$ cat src/rtl/hsd_pkg.sv
// Shared types and constants for the Huffman stream decoder.
package hsd_pkg;

    localparam int BYTE_W  = 8;
    localparam int PAD_W   = 3;
    localparam int LEN_W   = 13;
    localparam int BIT_W   = 3;
    localparam int CHILD_W = 9;

    // Tree serialisation markers
    localparam logic [BYTE_W-1:0] CH_STAR = 8'h2A;
    localparam logic [BYTE_W-1:0] CH_ESC  = 8'h5C;

    // Node table entry: a child index of zero means absent
    typedef struct packed {
        logic               leaf;
        logic [BYTE_W-1:0]  sym;
        logic [CHILD_W-1:0] left;
        logic [CHILD_W-1:0] right;
    } t_node;

    typedef enum logic [1:0] {
        ST_SYMBOL   = 2'd0,
        ST_TREE_ERR = 2'd1,
        ST_NO_CHILD = 2'd2
    } t_status;

    typedef enum logic [1:0] {
        PH_HDR0,
        PH_HDR1,
        PH_TREE,
        PH_DATA
    } t_phase;

    typedef enum logic [3:0] {
        S_IDLE,
        S_TREE,
        S_TSTK,
        S_TPAR,
        S_TNEW,
        S_TERR,
        S_TCOUNT,
        S_WALK,
        S_DONE
    } t_state;

    // Result request from sequencer to output stage; close marks end of the byte
    typedef struct packed {
        logic              vld;
        logic              close;
        logic [BYTE_W-1:0] sym;
        t_status           status;
    } t_res_req;

endpackage

$ cat src/rtl/hsd_out_reg.sv
// Result hold stage and output register; marks the last result of each byte.
module hsd_out_reg (
    input  logic              i_clk,
    input  logic              i_rst_n,
    input  hsd_pkg::t_res_req i_req,
    output logic              o_ok,
    input  logic              i_stall,
    output logic              o_valid,
    output logic [7:0]        o_symbol,
    output logic [1:0]        o_status,
    output logic              o_last_in_run
);
    import hsd_pkg::*;

    logic              r_pend_vld, n_pend_vld;
    logic              r_pend_closed, n_pend_closed;
    logic [BYTE_W-1:0] r_pend_sym;
    t_status           r_pend_status;
    logic              r_out_vld, n_out_vld;
    logic [BYTE_W-1:0] r_out_sym;
    t_status           r_out_status;
    logic              r_out_last;

    logic out_free;
    logic take;
    logic flush;
    logic load;

    // Hold one result until we know whether it closes the byte's run
    always_comb begin
        out_free = !r_out_vld || !i_stall;
        o_ok     = !r_pend_vld || (!r_pend_closed && (out_free || !i_req.vld));
        take     = o_ok && (i_req.vld || i_req.close);
        flush    = r_pend_vld && r_pend_closed && out_free;
        load     = flush || (take && i_req.vld && r_pend_vld);

        n_pend_vld    = r_pend_vld;
        n_pend_closed = r_pend_closed;
        priority if (flush) begin
            n_pend_vld    = 1'b0;
            n_pend_closed = 1'b0;
        end else if (take && i_req.vld) begin
            n_pend_vld    = 1'b1;
            n_pend_closed = i_req.close;
        end else if (take && r_pend_vld) begin
            n_pend_closed = 1'b1;
        end

        n_out_vld = load ? 1'b1 : (r_out_vld && i_stall);
    end

    // Control state
    always_ff @(posedge i_clk) begin
        if (!i_rst_n) begin
            r_pend_vld    <= 1'b0;
            r_pend_closed <= 1'b0;
            r_out_vld     <= 1'b0;
        end else begin
            r_pend_vld    <= n_pend_vld;
            r_pend_closed <= n_pend_closed;
            r_out_vld     <= n_out_vld;
        end
    end

    // Payload
    always_ff @(posedge i_clk) begin
        if (take && i_req.vld) begin
            r_pend_sym    <= i_req.sym;
            r_pend_status <= i_req.status;
        end
        if (load) begin
            r_out_sym    <= r_pend_sym;
            r_out_status <= r_pend_status;
            r_out_last   <= flush;
        end
    end

    assign o_valid       = r_out_vld;
    assign o_symbol      = r_out_sym;
    assign o_status      = r_out_status;
    assign o_last_in_run = r_out_last;

endmodule

$ cat config.mk
export PLATFORM = sky130hd
export DESIGN_NAME = hsd_out_reg
export DESIGN_NICKNAME = d
export VERILOG_FILES = /design/src/rtl/hsd_pkg.sv /design/src/rtl/hsd_out_reg.sv
export SDC_FILE = /design/constraint.sdc
export NUM_CORES = 1
export LEC_CHECK = 0
export ABC_AREA = 1
export BUFFER_PORTS_ARGS = -buffer_cell sky130_fd_sc_hd__buf_4
export CORE_AREA = 2 2 47 49
export DETAILED_ROUTE_END_ITERATION = 10
export DIE_AREA = 0 0 49 51
export HOLD_SLACK_MARGIN = 0.1
export PLACE_DENSITY = 0.77
export SETUP_SLACK_MARGIN = 0.05
export SLEW_MARGIN = 10
export SYNTH_ARGS = -nofsm -noshare
export SYNTH_HDL_FRONTEND = slang
export SYNTH_SLANG_ARGS = --single-unit
$ cat constraint.sdc
create_clock -name i_clk -period 3.5 [get_ports i_clk]
set_input_delay 0.7 -clock i_clk [delete_from_list [all_inputs] [get_ports i_clk]]
set_output_delay 0.7 -clock i_clk [all_outputs]
set_load 0.05 [all_outputs]
[Word-level counts from Yosys, hierarchy flattened]
Index checks and enable logic that the tools add are counted.
Operators by class
  bitwise gates (word level): 1
  muxes and demuxes: 3
  reduce and logical (&&, ||, !) cells: 20
Operators with widths (count)
  logical AND 1 bit: 8
  zero test 1 bit: 5
  logical OR 1 bit: 5
  2-to-1 mux 1 bit: 3
  nonzero test 2 bit: 1
  OR reduction 2 bit: 1
  NOT 1 bit: 1
Word-level totals
  output and inout bits: 13
  word-level logic and storage cells: 32
  register bits: 24
  bits of input ports: 15

[Depth between registers and ports, before layout]
Gate-level depths: netlist of run 1.
  depth after elaboration: 10
  depth in mapped cells: 7
  gate-level depth less buffers: 7

[Least setup slack after synthesis of run 1]
No wires, ideal clock.
  path type: input port to output port
  start point: input port i_req[11] in the netlist's numbering
  end point: output port o_ok
  buffers on the path: 0
  required time: 2.800 ns
  data arrival time: 1.265 ns
  setup slack: 1.535 ns
  cell stages on the path: 5
  cell sequence: nand2_1 > inv_2 > nand2_2 > nand2_2 > inv_1
Between the ends
  cells in the longest elaborated chain, start to end: 4
RTL lines
  start: declaration: RTL line hsd_out_reg.sv:5  | input hsd_pkg::t_res_req i_req,
  zero test 1 bit: RTL line hsd_out_reg.sv:32  | o_ok = !r_pend_vld || (!r_pend_closed && (out_free || !i_req.vld));
  logical OR 1 bit: RTL line hsd_out_reg.sv:32
  logical AND 1 bit: RTL line hsd_out_reg.sv:32
  logical OR 1 bit: RTL line hsd_out_reg.sv:32
  end: declaration: RTL line hsd_out_reg.sv:6  | output logic o_ok,
No other way between the ends.

[Worst setup path in the final report of run 1]
Ends and elaborated chain as after synthesis.

==> reports/results.ini, run 1 <==
[place]
hpwl_um=919
dp.cells=108
port_buffers=27
routabilityCongestion=0.587

[clock_network]
cts_resized=0
cts.hold.buffers_added=0
clockBufferDepth=2
cts_tree=yes
h-tree-depth=1
numClockSinks=24
cts.reportedPaths.clkPinSlew_ns=0.12
postCtsSetupRepairBufs=0
clkLatencyLatePin_ns=0.30
cts_buffers=3
root_buffer=clkbuf_4

[drt]
drt_wl_total_um=1180
viasPerCell=4.26
post-route-drc-count=0
firstDrtPassIters=4
ant_nets=0
wl_per_cell_um=10.5
drtIter0Drc=4
vias=477

[logic_synthesis]
synth_xor_area_frac=0
synth.distinct_cells=13
ys_ff_latch=24
synth_most_common_cell=edfxtp_1
synth_fp_nets=68
synthDominantCellAreaShare=0.744
synth_mux_area_frac=0
synth_edf_count=21
synth_simple_gate_area_frac=0.129
synth_top_family_by_area=simple AND/OR/NAND/NOR gates
synth-warning-count=0
syn_area_per_cell_um2=16.0
ys.flop_type=edfxtp_1
synth_compound_area_frac=0.0162
syn-cell-area_um2=847
synth_seq_area_share=0.815
syn_inst=53
synthTopCellsByCount=edfxtp_1 (21), inv_1 (6), nor2_1 (5)
yosys-top-cells-area=edfxtp_1 (74%), dfxtp_1 (7.1%), nand2_4 (4.0%)
synth-async-reset-ratio=0
yosysTopAreaCell=edfxtp_1
yosys.area_share.adder=0

[pwr]
p_seq_frac=0.634
p_int_uw=402
pwr-share-clk=0.213
p_per_area_nw_per_um2=483
net-switching-power_uw=134
p_leak_uw=0.000482
power_frac_comb=0.153
max-vdd-ir-drop_mv=0.337
switching_share=0.250

[global_route]
grt.busiest_layer=met2
grt_pass1_vias=450
grt_use_met1=0.122
antenna_found_initial=0
grtUsageMet2=0.187
grt_max_degree=14
grt_usage=0.108
grt_overflow=0
use_met3=0.0292
grt_pass1_wl_um=1950

[critical_path]
cp-end-kind=primary output
startpoint_type=input pin
required_ns=2.80
cp.arrival_ns=1.34
path_max_fanout=4
critPathKind=in2out

[job]
max_cap_violations=0

[hold_path]
hold_class=reg2reg

[floorplanning]
row_count=17
die-area_um2=2500
die_height_um=51
coreArea_um2=2060
die_w_um=49
start_util=0.411
io_pins=28

[timing]
min_period_ns=2.04
fin_setup_tns_ns=0
hold_viol=0
relSlewSlack=0.465
finalSetupViolations=0
rsz0062_at_grt=false
worst_pin_slew_ns=0.799
fin_crit_sh=0.584
fmax_ghz=0.489
final-max-slew-violation-count=0
finClkSkew_ns=0.00266

[finish]
n_antenna_cell=0
fin_nets=100
drive_gt1_frac=0.500
layout.cells.non_filler=112
syn_to_final_growth_pct=31.2

[run_status]
status=complete, no violations

==> state kept, by name (all words and copies together), names as in the netlist <==
| name | cells |
|---|---|
| o_symbol | 8 |
| r_pend_sym | 8 |
| o_status | 2 |
| r_pend_status | 2 |
| o_last_in_run | 1 |
| o_valid | 1 |
| r_pend_closed | 1 |
| r_pend_vld | 1 |
==> critical path, cell delays in order <==
cell and delay [ns]:
buf_4 0.12, nand2_1 0.11, inv_2 0.04, nand2_2 0.07, nand2_2 0.06, inv_1 0.05
buf_4 0.18
==> power by group through the flow <==
stage	Clock (uW)	Combinational (uW)	Sequential, uW
after floorplan	0	22.1	375
after global placement	0	81.0	346
after detailed placement	0	82.8	347
after CTS	119	83.0	340
after global routing	130	87.5	342
final	114	81.9	340
==> cell usage in the layout, fill, tap and decap left out, drive strengths merged <==
cell    Yosys  routed
dfxtp       3       3
edfxtp     21      21
buf         0      27
nand2      10      10
o21ai       1       1
clkbuf      0       3
nor2        7       7
clkinv      0       1
a21oi       1       1
inv         9       9
nand3       1       1
==> per-stage QoR <==
stage | hold slack, ns | total power, uW | worst slack (ns) | instance area [um2] | util
finish | 0.431 | 536 | 1.46 | 1110 | 0.539
global route | 0.445 | 559 | 1.42 | 1110 | 0.539
CTS | 0.433 | 542 | 1.45 | 1110 | 0.539
detailed placement | 0.405 | 430 | 1.38 | 1080 | 0.526
global placement | 0.403 | 427 | 1.47 | 1080 | 0.526
floorplan | 0.400 | 397 | 1.53 | 847 | -
==> cell families (layout without fill, tap and decap cells) <==
family / after synthesis / count (layout)
AO/OA/AOI/OAI: 2 / 2
flip-flops: 24 / 24
AND/OR/NAND/NOR: 18 / 18
buffers and inverters: 9 / 40
==> final cells by class <==
class	instances	area [um2]
Fill cell	186	952
Sequential cell	24	691
Timing Repair Buffer	27	203
Multi-Input combinational cell	20	123
Tap cell	28	35.0
Inverter	9	33.8
Clock buffer	3	22.5
Clock inverter	1	3.75
==> layer usage <==
layer,vias up,routed length (um)
met5,-,0
li1,238,-
met2,16,646
met3,2,66
met4,0,12
met1,221,454
==> worst paths after layout <==
| path | from | endpoint | slack (ns) | depth (start not counted) |
|---|---|---|---|---|
| min | r_pend_sym[5] | o_symbol[5] | 0.43 | 0 |
| max | i_req[11] | o_ok | 1.46 | 7 |
| max reg2reg | r_pend_vld | r_pend_sym[2] | 1.89 | 5 |
| min reg2reg | r_pend_sym[5] | o_symbol[5] | 0.43 | 0 |
(Power assumes the default switching activity.)
==> run 2: changes to the inputs <==
==> constraint.sdc (replaced) <==
create_clock -name i_clk -period 1.9 [get_ports i_clk]
set_input_delay 0.38 -clock i_clk [delete_from_list [all_inputs] [get_ports i_clk]]
set_output_delay 0.38 -clock i_clk [all_outputs]
set_load 0.05 [all_outputs]
==> run 2 against run 1 <==
Core utilization up 1.6 points. Worst hold slack worse by 0.18 ns. Global-route usage down 1.2 points. Die area unchanged. Sequential share of layout area down 1.8 points. Clock power rose to 3.1 times the previous value. Worst setup slack worse by 1.2 ns. Combinational power up 86%. Wire length down 2.5%. Clock-buffer cell count unchanged. Via count down 3.6%. Critical path type is now reg2out.
==> reports/results.ini, run 2 (synthesis results as in run 1) <==
[clock_network]
cts.hold.buffers_added=0
h-tree-depth=1
clkLatencyLatePin_ns=0.29
cts_resized=0
postCtsSetupRepairBufs=0
root_buffer=clkbuf_4
cts.reportedPaths.clkPinSlew_ns=0.12
cts_buffers=3
cts_tree=yes
numClockSinks=24
clockBufferDepth=2

[run_status]
status=complete, no violations

[timing]
min_period_ns=1.61
rsz0062_at_grt=false
finClkSkew_ns=0.00335
fmax_ghz=0.622
hold_viol=0
worst_slack_ns=0.292
relSlewSlack=0.590
worst_pin_slew_ns=0.615
fin_setup_tns_ns=0
fin_crit_sh=0.846
finalSetupViolations=0
final-max-slew-violation-count=0

[critical_path]
required_ns=1.52
cp-end-kind=primary output
crit_family=flip-flops
startpoint_type=flop
rrSetupSlack_ns=0.51
max_stage_delay_ns=0.39
slowest_stage=dfxtp_1
rr_startpoint=r_pend_vld
crit_chain=nand2_1 -> inv_2 -> nand2_2 -> nand2_2 -> inv_1 -> buf_4
worst-path-stages=6
path_max_fanout=3
r2r-end=o_status[1]
critPathKind=reg2out
cp.arrival_ns=1.23
path_buf_inv=3
path_common_cell=nand2_2
worstRegToRegCells=2

[pwr]
max-vdd-ir-drop_mv=0.712
p_per_area_nw_per_um2=985
p_leak_uw=0.000499

[floorplanning]
row_count=17
die-area_um2=2500
io_pins=28
coreArea_um2=2060
start_util=0.411
die_w_um=49
die_height_um=51

[global_route]
grt_pass1_vias=410
grt_pass1_wl_um=1770
grt.busiest_layer=met2
grt_overflow=0
use_met3=0.0263
grtUsageMet2=0.174
grt_usage=0.0962
grt_max_degree=15
grt_use_met1=0.107
antenna_found_initial=0

[hold_path]
whs_path_depth=1
hold_class=in2reg
hold_start=i_req[1]
min_to=r_pend_status[1]

[drt]
viasPerCell=4.07
post-route-drc-count=0
drtIter0Drc=10
vias=460
firstDrtPassIters=3
ant_nets=0
drt_wl_total_um=1150
wl_per_cell_um=10.2

[job]
max_cap_violations=0

[place]
routabilityCongestion=0.678
dpl_worst_slack_ns=0.430
port_buffers=27
hpwl_um=903

[finish]
fin_nets=101
n_antenna_cell=0
drive_gt1_frac=0.518
layout_commonest_cell=buf_4
fill_cells=172
syn_to_final_growth_pct=35.2
final_cell_mix=buf_4 (28), edfxtp_1 (21), inv_1 (6)

[run 2: area by class of cell]
| class | count | area [um2] | area share |
|---|---|---|---|
| Inverter | 9 | 33.8 | 0.0295 |
| Timing Repair Buffer | 28 | 210 | 0.184 |
| Tap cell | 28 | 35.0 | 0.0306 |
| Clock buffer | 3 | 22.5 | 0.0197 |
| Sequential cell | 24 | 691 | 0.603 |
| Multi-Input combinational cell | 20 | 123 | 0.107 |
| Clock inverter | 1 | 30.0 | 0.0262 |
[run 2: worst max-delay path by stage]
stage / start / to
2_1_floorplan: o_valid / r_pend_status[0]
3_3_place_gp: i_stall / o_symbol[4]
3_5_place_dp: i_stall / o_symbol[4]
4_1_cts: r_pend_vld / o_ok
5_1_grt: r_pend_vld / o_ok
6_report: r_pend_vld / o_ok
[run 2: stage by stage]
step	total power [uW]	area, um2	hold slack (ns)	std cells	util
5_1_grt	1160	1140	0.233	113	0.555
2_1_floorplan	732	847	0.400	53	-
3_3_place_gp	787	1090	0.405	109	0.529
3_5_place_dp	793	1090	0.406	109	0.529
4_1_cts	1140	1140	0.246	113	0.555
6_report	1130	1140	0.252	113	0.555
[run 2: power breakdown]
part | internal [uW] | switching, uW | total (uW)
clock | 213 | 136 | 349
combinational | 52.0 | 100 | 152
sequential | 614 | 12.7 | 627
total | 879 | 249 | 1130
[run 2: metal layers]
metal,vias to the layer above,routed length [um]
li1,239,-
met1,207,447
met2,14,627
met3,0,75
met4,0,0
met5,-,0
