$ cat src/rtl/hsd_pkg.sv
// Shared types and constants for the Huffman stream decoder.
package hsd_pkg;

    localparam int BYTE_W  = 8;
    localparam int PAD_W   = 3;
    localparam int LEN_W   = 13;
    localparam int BIT_W   = 3;
    localparam int CHILD_W = 9;

    // Tree serialisation markers
    localparam logic [BYTE_W-1:0] CH_STAR = 8'h2A;
    localparam logic [BYTE_W-1:0] CH_ESC  = 8'h5C;

    // Node table entry: a child index of zero means absent
    typedef struct packed {
        logic               leaf;
        logic [BYTE_W-1:0]  sym;
        logic [CHILD_W-1:0] left;
        logic [CHILD_W-1:0] right;
    } t_node;

    typedef enum logic [1:0] {
        ST_SYMBOL   = 2'd0,
        ST_TREE_ERR = 2'd1,
        ST_NO_CHILD = 2'd2
    } t_status;

    typedef enum logic [1:0] {
        PH_HDR0,
        PH_HDR1,
        PH_TREE,
        PH_DATA
    } t_phase;

    typedef enum logic [3:0] {
        S_IDLE,
        S_TREE,
        S_TSTK,
        S_TPAR,
        S_TNEW,
        S_TERR,
        S_TCOUNT,
        S_WALK,
        S_DONE
    } t_state;

    // Result request from sequencer to output stage; close marks end of the byte
    typedef struct packed {
        logic              vld;
        logic              close;
        logic [BYTE_W-1:0] sym;
        t_status           status;
    } t_res_req;

endpackage

$ cat src/rtl/hsd_ctrl.sv
// Sequencer: header decode, tree build into node table and stack, bit walk.
module hsd_ctrl #(
    parameter int MAX_NODES   = 511,
    parameter int STACK_DEPTH = 256
) (
    input  logic                           i_clk,
    input  logic                           i_rst_n,
    input  logic                           i_valid,
    output logic                           o_stall,
    input  logic [7:0]                     i_data_byte,
    input  logic                           i_final_byte,
    output hsd_pkg::t_res_req              o_req,
    input  logic                           i_res_ok,
    output logic                           o_node_we,
    output logic [$clog2(MAX_NODES)-1:0]   o_node_waddr,
    output hsd_pkg::t_node                 o_node_wdata,
    output logic                           o_node_re,
    output logic [$clog2(MAX_NODES)-1:0]   o_node_raddr,
    input  hsd_pkg::t_node                 i_node_rdata,
    output logic                           o_stack_we,
    output logic [$clog2(STACK_DEPTH)-1:0] o_stack_waddr,
    output logic [$clog2(MAX_NODES)-1:0]   o_stack_wdata,
    output logic                           o_stack_re,
    output logic [$clog2(STACK_DEPTH)-1:0] o_stack_raddr,
    input  logic [$clog2(MAX_NODES)-1:0]   i_stack_rdata
);
    import hsd_pkg::*;

    localparam int NADDR_W = $clog2(MAX_NODES);
    localparam int NODE_W  = $clog2(MAX_NODES + 1);
    localparam int SADDR_W = $clog2(STACK_DEPTH);
    localparam int STOP_W  = $clog2(STACK_DEPTH + 1);

    t_state             r_state, n_state;
    t_phase             r_phase, n_phase;
    logic [PAD_W-1:0]   r_pad, n_pad;
    logic [LEN_W-1:0]   r_tree_left, n_tree_left;
    logic               r_esc, n_esc;
    logic               r_tree_bad, n_tree_bad;
    logic               r_at_root, n_at_root;
    logic               r_rd_pend, n_rd_pend;
    logic               r_more, n_more;
    logic [NODE_W-1:0]  r_node_count, n_node_count;
    logic [STOP_W-1:0]  r_stack_top, n_stack_top;
    logic [BYTE_W-1:0]  r_byte, n_byte;
    logic               r_fin, n_fin;
    logic               r_is_int, n_is_int;
    logic [BIT_W-1:0]   r_bit, n_bit;
    logic [BIT_W-1:0]   r_lo, n_lo;
    t_node              r_cur, n_cur;
    t_node              r_root;
    logic [NADDR_W-1:0] r_par, n_par;

    logic [LEN_W-1:0]   hdr_len;
    logic               tree_esc_byte;
    logic               tree_full_err;
    logic               stk_full;
    logic [STOP_W-1:0]  stk_below;
    logic               tc_last;
    logic               tc_err;
    logic               done_res;
    logic [CHILD_W-1:0] idx_child;
    logic               clear_file;
    t_res_req           req;
    logic               step;

    // Walk datapath
    logic               a_emit;
    logic               a_at_root;
    t_node              a_cur;
    t_node              eff;
    logic [CHILD_W-1:0] child;
    logic               child_bad;
    logic               b_emit;
    logic               b_go;
    logic               w_rd;
    logic               w_more;
    logic               w_done;

    // Decode helpers
    always_comb begin
        hdr_len       = {r_tree_left[LEN_W-1:BYTE_W], i_data_byte};
        tree_esc_byte = !r_esc && (r_byte == CH_ESC);
        tree_full_err = (r_node_count >= NODE_W'(MAX_NODES))
                     || (r_node_count != '0 && r_stack_top == '0);
        stk_full      = (r_stack_top >= STOP_W'(STACK_DEPTH));
        stk_below     = r_stack_top - STOP_W'(1);
        tc_last       = (r_tree_left == LEN_W'(1));
        tc_err        = tc_last && !r_tree_bad
                     && (r_node_count == '0 || r_stack_top != '0 || r_esc);
        done_res      = r_fin && (r_phase != PH_DATA) && !r_tree_bad;
        idx_child     = CHILD_W'(r_node_count);
    end

    // Walk: resolve the previous read (A), then start the next bit (B)
    always_comb begin
        a_emit    = r_rd_pend && i_node_rdata.leaf;
        a_at_root = r_rd_pend ? i_node_rdata.leaf : r_at_root;
        a_cur     = (r_rd_pend && !i_node_rdata.leaf) ? i_node_rdata : r_cur;
        eff       = a_at_root ? r_root : a_cur;
        child     = r_byte[r_bit] ? eff.right : eff.left;
        child_bad = (child == '0) || (child >= idx_child);
        b_emit    = r_root.leaf || child_bad;
        b_go      = r_more && !(a_emit && b_emit);
        w_rd      = b_go && !b_emit;
        w_more    = r_more && !(b_go && (r_bit == r_lo));
        w_done    = !w_rd && !w_more;
    end

    // Result request towards the output stage
    always_comb begin
        req        = '0;
        req.status = ST_SYMBOL;
        unique case (r_state)
            S_TERR: begin
                req.vld    = 1'b1;
                req.status = ST_TREE_ERR;
            end
            S_TCOUNT: begin
                req.vld    = tc_err;
                req.status = ST_TREE_ERR;
            end
            S_WALK: begin
                req.vld   = a_emit || (b_go && b_emit);
                req.close = w_done;
                priority if (a_emit) begin
                    req.sym = i_node_rdata.sym;
                end else if (r_root.leaf) begin
                    req.sym = r_root.sym;
                end else begin
                    req.status = ST_NO_CHILD;
                end
            end
            S_DONE: begin
                req.vld    = done_res;
                req.close  = 1'b1;
                req.status = ST_TREE_ERR;
            end
            default: begin
            end
        endcase
        step = !(req.vld || req.close) || i_res_ok;
    end

    assign o_req   = req;
    assign o_stall = (r_state != S_IDLE);

    // Next state
    always_comb begin
        n_state = r_state;
        unique case (r_state)
            S_IDLE: begin
                if (i_valid) begin
                    unique case (r_phase)
                        PH_HDR0: n_state = S_DONE;
                        PH_HDR1: n_state = (hdr_len == '0) ? S_TERR : S_DONE;
                        PH_TREE: n_state = S_TREE;
                        PH_DATA: begin
                            n_state = (r_tree_bad || r_node_count == '0) ? S_DONE : S_WALK;
                        end
                    endcase
                end
            end
            S_TREE: begin
                priority if (r_tree_bad)      n_state = S_TCOUNT;
                else if (tree_esc_byte)       n_state = S_TCOUNT;
                else if (tree_full_err)       n_state = S_TERR;
                else if (r_node_count == '0)  n_state = S_TNEW;
                else                          n_state = S_TSTK;
            end
            S_TSTK: n_state = S_TPAR;
            S_TPAR: n_state = S_TNEW;
            S_TNEW: n_state = (r_is_int && stk_full) ? S_TERR : S_TCOUNT;
            S_TERR: begin
                if (step) begin
                    n_state = (r_phase == PH_DATA) ? S_DONE : S_TCOUNT;
                end
            end
            S_TCOUNT: begin
                if (step) begin
                    n_state = S_DONE;
                end
            end
            S_WALK: begin
                if (step && w_done) begin
                    n_state = S_IDLE;
                end
            end
            S_DONE: begin
                if (step) begin
                    n_state = S_IDLE;
                end
            end
            default: n_state = S_IDLE;
        endcase
    end

    // Datapath and memory controls
    always_comb begin
        n_phase      = r_phase;
        n_pad        = r_pad;
        n_tree_left  = r_tree_left;
        n_esc        = r_esc;
        n_tree_bad   = r_tree_bad;
        n_at_root    = r_at_root;
        n_rd_pend    = r_rd_pend;
        n_more       = r_more;
        n_node_count = r_node_count;
        n_stack_top  = r_stack_top;
        n_byte       = r_byte;
        n_fin        = r_fin;
        n_is_int     = r_is_int;
        n_bit        = r_bit;
        n_lo         = r_lo;
        n_cur        = r_cur;
        n_par        = r_par;
        clear_file   = 1'b0;

        o_node_we     = 1'b0;
        o_node_waddr  = r_node_count[NADDR_W-1:0];
        o_node_wdata  = '0;
        o_node_re     = 1'b0;
        o_node_raddr  = i_stack_rdata;
        o_stack_we    = 1'b0;
        o_stack_waddr = r_stack_top[SADDR_W-1:0];
        o_stack_wdata = r_node_count[NADDR_W-1:0];
        o_stack_re    = 1'b0;
        o_stack_raddr = stk_below[SADDR_W-1:0];

        unique case (r_state)
            S_IDLE: begin
                if (i_valid) begin
                    n_byte = i_data_byte;
                    n_fin  = i_final_byte;
                    unique case (r_phase)
                        PH_HDR0: begin
                            n_pad       = i_data_byte[BYTE_W-1 -: PAD_W];
                            n_tree_left = {i_data_byte[LEN_W-BYTE_W-1:0], {BYTE_W{1'b0}}};
                            n_phase     = PH_HDR1;
                        end
                        PH_HDR1: begin
                            n_tree_left = hdr_len;
                            n_phase     = (hdr_len == '0) ? PH_DATA : PH_TREE;
                        end
                        PH_TREE: begin
                        end
                        PH_DATA: begin
                            n_bit     = BIT_W'(BYTE_W - 1);
                            n_more    = 1'b1;
                            n_rd_pend = 1'b0;
                            n_lo      = i_final_byte ? r_pad : '0;
                        end
                    endcase
                end
            end
            // Classify the tree byte and fetch the open parent
            S_TREE: begin
                if (!r_tree_bad) begin
                    if (tree_esc_byte) begin
                        n_esc = 1'b1;
                    end else begin
                        n_esc      = 1'b0;
                        n_is_int   = !r_esc && (r_byte == CH_STAR);
                        o_stack_re = !tree_full_err && (r_node_count != '0);
                    end
                end
            end
            S_TSTK: begin
                o_node_re    = 1'b1;
                o_node_raddr = i_stack_rdata;
                n_par        = i_stack_rdata;
            end
            // Attach the new node to its parent; pop once the right child is set
            S_TPAR: begin
                o_node_we    = 1'b1;
                o_node_waddr = r_par;
                o_node_wdata = i_node_rdata;
                if (i_node_rdata.left == '0) begin
                    o_node_wdata.left = idx_child;
                end else begin
                    o_node_wdata.right = idx_child;
                    n_stack_top        = r_stack_top - STOP_W'(1);
                end
            end
            S_TNEW: begin
                if (r_is_int) begin
                    if (!stk_full) begin
                        o_stack_we   = 1'b1;
                        n_stack_top  = r_stack_top + STOP_W'(1);
                        o_node_we    = 1'b1;
                        n_node_count = r_node_count + NODE_W'(1);
                    end
                end else begin
                    o_node_we         = 1'b1;
                    o_node_wdata.leaf = 1'b1;
                    o_node_wdata.sym  = r_byte;
                    n_node_count      = r_node_count + NODE_W'(1);
                end
            end
            S_TERR: begin
                if (step) begin
                    n_tree_bad = 1'b1;
                end
            end
            S_TCOUNT: begin
                if (step) begin
                    n_tree_left = r_tree_left - LEN_W'(1);
                    if (tc_last) begin
                        n_phase = PH_DATA;
                    end
                    if (tc_err) begin
                        n_tree_bad = 1'b1;
                    end
                end
            end
            S_WALK: begin
                if (step) begin
                    n_cur        = a_cur;
                    n_at_root    = (b_go && b_emit) ? 1'b1 : a_at_root;
                    n_rd_pend    = w_rd;
                    n_more       = w_more;
                    o_node_re    = w_rd;
                    o_node_raddr = child[NADDR_W-1:0];
                    if (b_go && r_bit != r_lo) begin
                        n_bit = r_bit - BIT_W'(1);
                    end
                    clear_file = w_done && r_fin;
                end
            end
            S_DONE: begin
                clear_file = step && r_fin;
            end
            default: begin
            end
        endcase

        // End of file: back to the reset state for the next one
        if (clear_file) begin
            n_phase      = PH_HDR0;
            n_pad        = '0;
            n_tree_left  = '0;
            n_esc        = 1'b0;
            n_node_count = '0;
            n_stack_top  = '0;
            n_at_root    = 1'b1;
            n_tree_bad   = 1'b0;
        end
    end

    // Control state
    always_ff @(posedge i_clk) begin
        if (!i_rst_n) begin
            r_state      <= S_IDLE;
            r_phase      <= PH_HDR0;
            r_pad        <= '0;
            r_tree_left  <= '0;
            r_esc        <= 1'b0;
            r_tree_bad   <= 1'b0;
            r_at_root    <= 1'b1;
            r_rd_pend    <= 1'b0;
            r_more       <= 1'b0;
            r_node_count <= '0;
            r_stack_top  <= '0;
        end else begin
            r_state      <= n_state;
            r_phase      <= n_phase;
            r_pad        <= n_pad;
            r_tree_left  <= n_tree_left;
            r_esc        <= n_esc;
            r_tree_bad   <= n_tree_bad;
            r_at_root    <= n_at_root;
            r_rd_pend    <= n_rd_pend;
            r_more       <= n_more;
            r_node_count <= n_node_count;
            r_stack_top  <= n_stack_top;
        end
    end

    // Payload, plus a copy of the root entry mirrored from node-table writes
    always_ff @(posedge i_clk) begin
        r_byte   <= n_byte;
        r_fin    <= n_fin;
        r_is_int <= n_is_int;
        r_bit    <= n_bit;
        r_lo     <= n_lo;
        r_cur    <= n_cur;
        r_par    <= n_par;
        if (o_node_we && o_node_waddr == '0) begin
            r_root <= o_node_wdata;
        end
    end

`ifndef SYNTHESIS
    a_no_rw_clash: assert property (@(posedge i_clk) disable iff (!i_rst_n)
        !(o_node_we && o_node_re))
        else $error("node table read and written in the same cycle");

    a_stack_bound: assert property (@(posedge i_clk) disable iff (!i_rst_n)
        r_stack_top <= STOP_W'(STACK_DEPTH))
        else $error("stack pointer beyond stack depth");

    a_count_bound: assert property (@(posedge i_clk) disable iff (!i_rst_n)
        r_node_count <= NODE_W'(MAX_NODES))
        else $error("node count beyond table size");

    a_rd_in_walk: assert property (@(posedge i_clk) disable iff (!i_rst_n)
        r_rd_pend |-> (r_state == S_WALK))
        else $error("walk read outstanding outside the walk");

    a_walk_read_tracked: assert property (@(posedge i_clk) disable iff (!i_rst_n)
        (r_state == S_WALK && o_node_re) |=> r_rd_pend)
        else $error("walk read issued but not tracked");
`endif

endmodule

$ cat config.mk
export PLATFORM = sky130hd
export DESIGN_NAME = hsd_ctrl
export DESIGN_NICKNAME = d
export VERILOG_FILES = /design/src/rtl/hsd_pkg.sv /design/src/rtl/hsd_ctrl.sv
export SDC_FILE = /design/constraint.sdc
export NUM_CORES = 1
export LEC_CHECK = 0
export ABC_AREA = 0
export BUFFER_PORTS_ARGS = -buffer_cell sky130_fd_sc_hd__clkbuf_2
export CORE_UTILIZATION = 40
export CTS_CLUSTER_SIZE = 12
export DETAILED_ROUTE_END_ITERATION = 8
export MAX_ROUTING_LAYER = met4
export PLACE_DENSITY_LB_ADDON = 0.2
export SETUP_SLACK_MARGIN = 0.4
export SYNTH_ARGS = -nofsm -noshare
export SYNTH_HDL_FRONTEND = slang
export SYNTH_SLANG_ARGS = --single-unit
$ cat constraint.sdc
create_clock -name i_clk -period 4.19 [get_ports i_clk]
set_input_delay 0.419 -clock i_clk [delete_from_list [all_inputs] [get_ports i_clk]]
set_output_delay 0.419 -clock i_clk [all_outputs]
set_load 0.02 [all_outputs]
Yosys cells after proc, flatten, opt, wreduce, memory -nomap -nowiden
Cells that the tools add are included.

cells by class
  $add $sub $neg = 5
  $lt $le $gt $ge = 4
  equal/unequal tests = 34
  muxes and demuxes = 84
  bitwise logic cells = 3
  reductions and logical operators = 74

operators by type and width
  operator                                        number
  two-way mux 9 bit                               12
  one-hot mux 13 bit (2 select lines)             2
  logical NOT 9 bit                               5
  two-way mux 18 bit                              2
  one-hot mux 4 bit (9 select lines)              1
  one-hot mux 9 bit (2 select lines)              2
  two-way mux 4 bit                               8
  != test 2 bit, second input constant            16
  two-way mux 27 bit                              1
  two-way mux 13 bit                              2
  two-way mux 3 bit                               8
  two-way mux 8 bit                               3
  logical AND 1 bit                               23
  two-way mux 1 bit                               23
  AND reduction 5 bit                             4
  adder 9 x 1 -> 9 bit, second input constant     2
  >= comparator 9 bit, second input constant      2
  nonzero test 9 bit                              2
  == test 4 x 3 -> 1 bit, second input constant   4
  one-hot mux 4 bit (4 select lines)              1
  AND reduction 4 bit                             4
  one-hot mux 1 bit (2 select lines)              7
  == test 13 x 1 -> 1 bit, second input constant  1
  logical NOT 13 bit                              1
  other kinds (32)                                68

storage, ports and cells
  bits in registers = 124
  input port bits = 49

Logic depth before layout (Yosys ltp)
  depth after elaboration = 23
  depth in mapped cells = 17
  mapped depth without buffers = 13

Worst setup path after synthesis
No wires, ideal clock.

  kind = reg-to-output
  from = register r_bit[0]
  to = output port o_node_raddr[0]
  arrival time = 4.374 ns
  required time = 3.771 ns
  path slack = -0.603 ns
  cell stages (with the launch flop) = 14
  path buffers = 1
  cell sequence = edfxtp_1 > mux4_2 > mux2i_1 > mux2i_1 > ha_1 > nand2b_1 > a211oi_1 > o311ai_0 > a211oi_1 > nand4_1 > o21ai_1 > clkbuf_1 > nor2_1 > a21oi_1

between the ends
  word-level cells in the longest chain between the ends = 20

ends and longest elaborated chain
  item                                                             line             source
  start, declared                                                  hsd_ctrl.sv:48   logic [BIT_W-1:0] r_bit, n_bit;
  start signal, assigned                                           hsd_ctrl.sv:384  r_bit <= n_bit;
  binary-select mux 1 bit (select 3 bit)                           hsd_ctrl.sv:101  child = r_byte[r_bit] ? eff.right : eff.left;
  two-way mux 1 bit (implied by the code)                          hsd_ctrl.sv:101
  two-way mux 9 bit                                                hsd_ctrl.sv:101
  >= comparator 9 bit / logical NOT 9 bit (equally long branches)  hsd_ctrl.sv:102  child_bad = (child == '0) || (child >= idx_child);
  logical OR 1 bit                                                 hsd_ctrl.sv:102
  logical OR 1 bit                                                 hsd_ctrl.sv:103  b_emit = r_root.leaf || child_bad;
  logical AND 1 bit                                                hsd_ctrl.sv:104  b_go = r_more && !(a_emit && b_emit);
  logical NOT 1 bit                                                hsd_ctrl.sv:104
  (+4 left out)                                                    n/a
  logical NOT 1 bit                                                hsd_ctrl.sv:107  w_done = !w_rd && !w_more;
  logical AND 1 bit                                                hsd_ctrl.sv:107
  one-hot mux 1 bit (2 select lines)                               hsd_ctrl.sv:114  unique case (r_state)
  logical OR 1 bit                                                 hsd_ctrl.sv:142  step = !(req.vld || req.close) || i_res_ok;
  logical NOT 1 bit                                                hsd_ctrl.sv:142
  logical OR 1 bit                                                 hsd_ctrl.sv:142
  two-way mux 9 bit (*)                                            hsd_ctrl.sv:317  if (step) begin
  two-way mux 9 bit (*)                                            hsd_ctrl.sv:230  unique case (r_state)
  end, declared                                                    hsd_ctrl.sv:18   output logic [$clog2(MAX_NODES)-1:0] o_node_raddr,

Mark *: on every way between the ends. The rest lies on a longest branch, timed or not. The select of a mux whose other input is x is not followed.

Worst setup path after layout
  from = register r_bit[0]
  to = output port o_node_raddr[6]

The elaborated chain is that of the path after synthesis.

==> reports/results.env <==
PLACED_CELLS_INCL_TAPS=1107
SYNTH_AREA_PER_CELL_SQ_UM=9.180
POWER_DENSITY_nW_PER_UM2=518.5
GRT_PASS1_VIAS=6074
WORST_HOLD_PATH_TYPE='primary input to flip-flop'
CLK_LATENCY_NS=0.42
DIE_HEIGHT_UM=135.4
CLOCK_PATH_BUFFERS=2
SYNTH-WARNING-COUNT=0
SETUP_VIOL=11
MAX-VDD-IR-DROP_uV=426.4
TIMING.REG2REG.WORST_PATH_DEPTH=17
SETUP_WS_NS=-0.2122
CTS_MADE_BUFFERS=17
CRITPATHREQUIREDTIME_NS=3.77
GLOBALPLACE.CONGESTION=0.9251
ROUTED_LENGTH_PER_INSTANCE_UM=19.03
SETUP.WORST_PATH.CLASS='flip-flop to output port'
FINAL.PERIOD_UTILIZATION=1.051
SYN-CELL-AREA_SQ_UM=7114
NETLIST_TOP_CELLS_AREA='sky130_fd_sc_hd__edfxtp_1, sky130_fd_sc_hd__dfxtp_1, sky130_fd_sc_hd__mux2i_1'
RELSLEWSLACK=0.3594
CLKTRANSATPATHREGS_NS=0.06
MAXCAPVIOLATIONS=0
SYNTH.DISTINCT_CELLS=66
FILL_CELLS=1584
NUMBER_OF_NETS_IN_THE_SYNTHESIZED_NETLIST=841
GR-USAGE-ALL-LAYERS=0.2510
VIAS_CELL=5.686
GRT_MAX_DEGREE=39
PERIOD_MINUS_SLACK_NS=4.402
REPORT.FINAL.SLEW_VIOL_COUNT=0
DRT.ANTENNA.VIOLATING_NETS=0
GLOBAL_ROUTE_WIRE_LENGTH_BEFORE_REPAIR_UM=33780
FINALHOLDWORSTSLACK_NS=0.2008
POST_ROUTE_DRC_VIOLATION_COUNT=0
GLOBAL_ROUTE.OVERFLOW_TOTAL=0
NUMBER_OF_ROWS_IN_THE_CORE_AREA=48
FINAL_NETS=988
FLOORPLAN.INITIALDENSITY=0.4099
CTS_HTREE_LEVELS=4
SEQUENTIAL_CELL_AREA_SQ_UM=3003
FIN_AREA_SQ_UM=9268
MULTI_INPUT_COMB_AREA_SQ_UM=4019
RSZ_0062_RAISED_AFTER_GLOBAL_ROUTING='yes'
SYNTH_FF_TYPE='sky130_fd_sc_hd__edfxtp_1'
TOTALWIRELENGTH_UM=22070
DR.PASS1.ITERS=7
STATUS='finished with violations'
FIN_WORST_SKEW_NS=0.006210
SYNTHTOLAYOUTAREAGROWTH_PCT=30.27
IO_PINS=136
P_LEAK_nW=3.729
FRACTION_OF_THE_YOSYS_AREA_TAKEN_BY_SEQUENTIAL_CELLS=0.4221
DIE_W_UM=135.4
SYNTH_EDF_COUNT=70
TRITONCTS_CLOCK_TREE='done'
SETUP.WORST_PATH.START_CLASS='flip-flop'
POST_ROUTE_CELLS_DRIVE_ABOVE_1_SHARE=0.2984
SYNTHMOSTINSTANTIATEDCELL='sky130_fd_sc_hd__nor2_1'
CLOCK_SINK_COUNT=115
FMAXACHIEVABLE_MHz=227.2
DIE-AREA_SQ_UM=18320
VIOLATED_CHECKS='setup timing'
YOSYSTOPAREACELLSHARE=0.2955
TIMING.CRITICAL_PATH.FANOUT_MAX=6
YS_FF_LATCH=115
DETAILEDPLACE.WORSTSLACK_NS=0.1236
AREA_OF_PLACED_INSTANCES_SQ_UM=8194
FINALHOLDVIOLATIONS=0
FLOORPLAN.CORE_AREA_SQ_UM=17360
CTS_ROOT_BUF='sky130_fd_sc_hd__clkbuf_16'
MIN_PATH_CELLS=1
FIN_TOTAL_PWR_W=0.004805
ANTENNA_VIOLATIONS_BEFORE_REPAIR=0
DIODES=0
CP_DATA_ARRIVAL_TIME_NS=3.98
ASYNC_RESET_FF_FRAC=0
SYNTHCELLS=775
CRITPATHCAPTURETYPE='output port'
TIGHTESTPINTRANSITION_NS=0.9610
IO_BUFFERS=135
FINAL_CELLS=1160
DRT_FIRST_ITER_VIOLATIONS=446
NUM_VIAS=6596
NETLIST_TOP_CELLS_COUNT='sky130_fd_sc_hd__nor2_1, sky130_fd_sc_hd__nand2_1, sky130_fd_sc_hd__edfxtp_1, sky130_fd_sc_hd__mux2i_1, sky130_fd_sc_hd__a21oi_1'
DP.FINAL_HPWL_UM=15320
YOSYS.AREA.TOP_TYPE='sky130_fd_sc_hd__edfxtp_1'
## repair_timing
action                     in CTS  in global routing
gates resized for setup        37                 20
gates cloned                    3                  1
pin swaps                      16                  4
setup endpoints to repair      30                 33
hold endpoints to repair        0                  0
hold buffers                    0                  0
buffers inserted               15                  2
## per-stage QoR
stage               utilization  setup TNS [ns]
floorplan                     -               0
global placement         0.4721               0
detailed placement       0.4721               0
CTS                      0.5276          -2.144
global route             0.5340          -3.993
finish                   0.5340          -1.902
## cell usage in the layout, fill, tap and decap left out, types with 4 or more instances in the layout
cell type,instances
sky130_fd_sc_hd__clkbuf_2,123
sky130_fd_sc_hd__nor2_1,92
sky130_fd_sc_hd__nand2_1,73
sky130_fd_sc_hd__edfxtp_1,70
sky130_fd_sc_hd__mux2i_1,68
sky130_fd_sc_hd__a21oi_1,46
sky130_fd_sc_hd__dfxtp_1,45
sky130_fd_sc_hd__buf_4,34
sky130_fd_sc_hd__nand3_1,27
sky130_fd_sc_hd__inv_1,25
sky130_fd_sc_hd__clkbuf_16,20
sky130_fd_sc_hd__mux2_2,18
sky130_fd_sc_hd__nor3_1,17
sky130_fd_sc_hd__o21ai_0,17
sky130_fd_sc_hd__xnor2_1,17
sky130_fd_sc_hd__ha_1,16
sky130_fd_sc_hd__nor4_1,15
sky130_fd_sc_hd__o21ai_1,13
sky130_fd_sc_hd__a31oi_1,11
sky130_fd_sc_hd__a22o_1,8
sky130_fd_sc_hd__a31oi_2,7
sky130_fd_sc_hd__clkbuf_8,7
sky130_fd_sc_hd__nor2b_1,6
sky130_fd_sc_hd__and3_1,6
sky130_fd_sc_hd__and2_1,6
sky130_fd_sc_hd__xor2_1,6
sky130_fd_sc_hd__buf_12,6
sky130_fd_sc_hd__or4_1,5
sky130_fd_sc_hd__o22ai_1,5
sky130_fd_sc_hd__mux2_4,4
sky130_fd_sc_hd__nand4_1,4
sky130_fd_sc_hd__o211ai_1,4
sky130_fd_sc_hd__and4_1,4
sky130_fd_sc_hd__nand2b_1,4
sky130_fd_sc_hd__nor2_4,4
sky130_fd_sc_hd__or2_1,4
sky130_fd_sc_hd__clkinvlp_4,4
sky130_fd_sc_hd__buf_6,4
## report_power, final
part / switching [W] / internal (W)
clock: 0.000550 / 0.000960
sequential: 0.000162 / 0.00140
combinational: 0.00106 / 0.000676
## registers in the layout, summed over array words and instances (netlist names), 2 cells and up
signal,flops
r_root,27
r_cur,18
r_tree_left,13
o_stack_wdata,9
r_par,9
r_stack_top,9
r_byte,8
r_state,4
r_bit,3
r_lo,3
r_pad,3
r_phase,2
## cell type report
| class | instances | share of cell area |
|---|---|---|
| inverter | 28 | 0.01134 |
| clock buffer | 21 | 0.05319 |
| multi-input combinational | 581 | 0.4336 |
| sequential | 115 | 0.3240 |
| tap | 225 | 0.03038 |
| timing repair buffer | 179 | 0.1342 |
| clock inverter | 11 | 0.01323 |
## path summary, 6_finish.rpt
path	to	slack, ns	start
worst max-delay path	o_node_raddr[6]	-0.21	r_bit[0]
worst max register to register	r_more	0.24	r_bit[0]
worst min-delay path	r_par[7]	0.20	i_stack_rdata[7]
worst min register to register	r_tree_left[0]	0.49	r_tree_left[0]
## worst max-delay path, stage by stage (launching register included)
cell and delay (ns):
sky130_fd_sc_hd__edfxtp_1 0.44, sky130_fd_sc_hd__mux4_2 0.58, sky130_fd_sc_hd__mux2_4 0.34, sky130_fd_sc_hd__buf_4 0.15, sky130_fd_sc_hd__mux2_4 0.32, sky130_fd_sc_hd__ha_1 0.21
sky130_fd_sc_hd__nor2_1 0.14, sky130_fd_sc_hd__o311ai_2 0.12, sky130_fd_sc_hd__a211oi_2 0.23, sky130_fd_sc_hd__nand4_1 0.16, sky130_fd_sc_hd__o21ai_4 0.25, sky130_fd_sc_hd__buf_12 0.14
sky130_fd_sc_hd__buf_16 0.13, sky130_fd_sc_hd__nor2_4 0.03, sky130_fd_sc_hd__a31oi_2 0.15, sky130_fd_sc_hd__clkbuf_8 0.17
## routing by layer
metal | up-vias | global-route usage | share of wire
met1 | 3193 | 0.3233 | 0.44
met5 | - | - | 0
met2 | 219 | 0.3895 | 0.48
li1 | 3141 | - | -
met4 | 0 | 0.08801 | 0.024
met3 | 43 | 0.05238 | 0.055
## kinds of logic (layout without fill, tap and decap cells)
logic type,after synthesis,in the layout,share of synthesized area
fa+ha+maj,17,17,0.02990
flops,115,115,0.4221
buf+inv,80,239,0.04731
xor+xnor,23,23,0.02831
compound gates,153,153,0.1391
mux,93,94,0.1391
simple gates,294,294,0.1942
No activity file was read; power rests on OpenSTA's default activity.
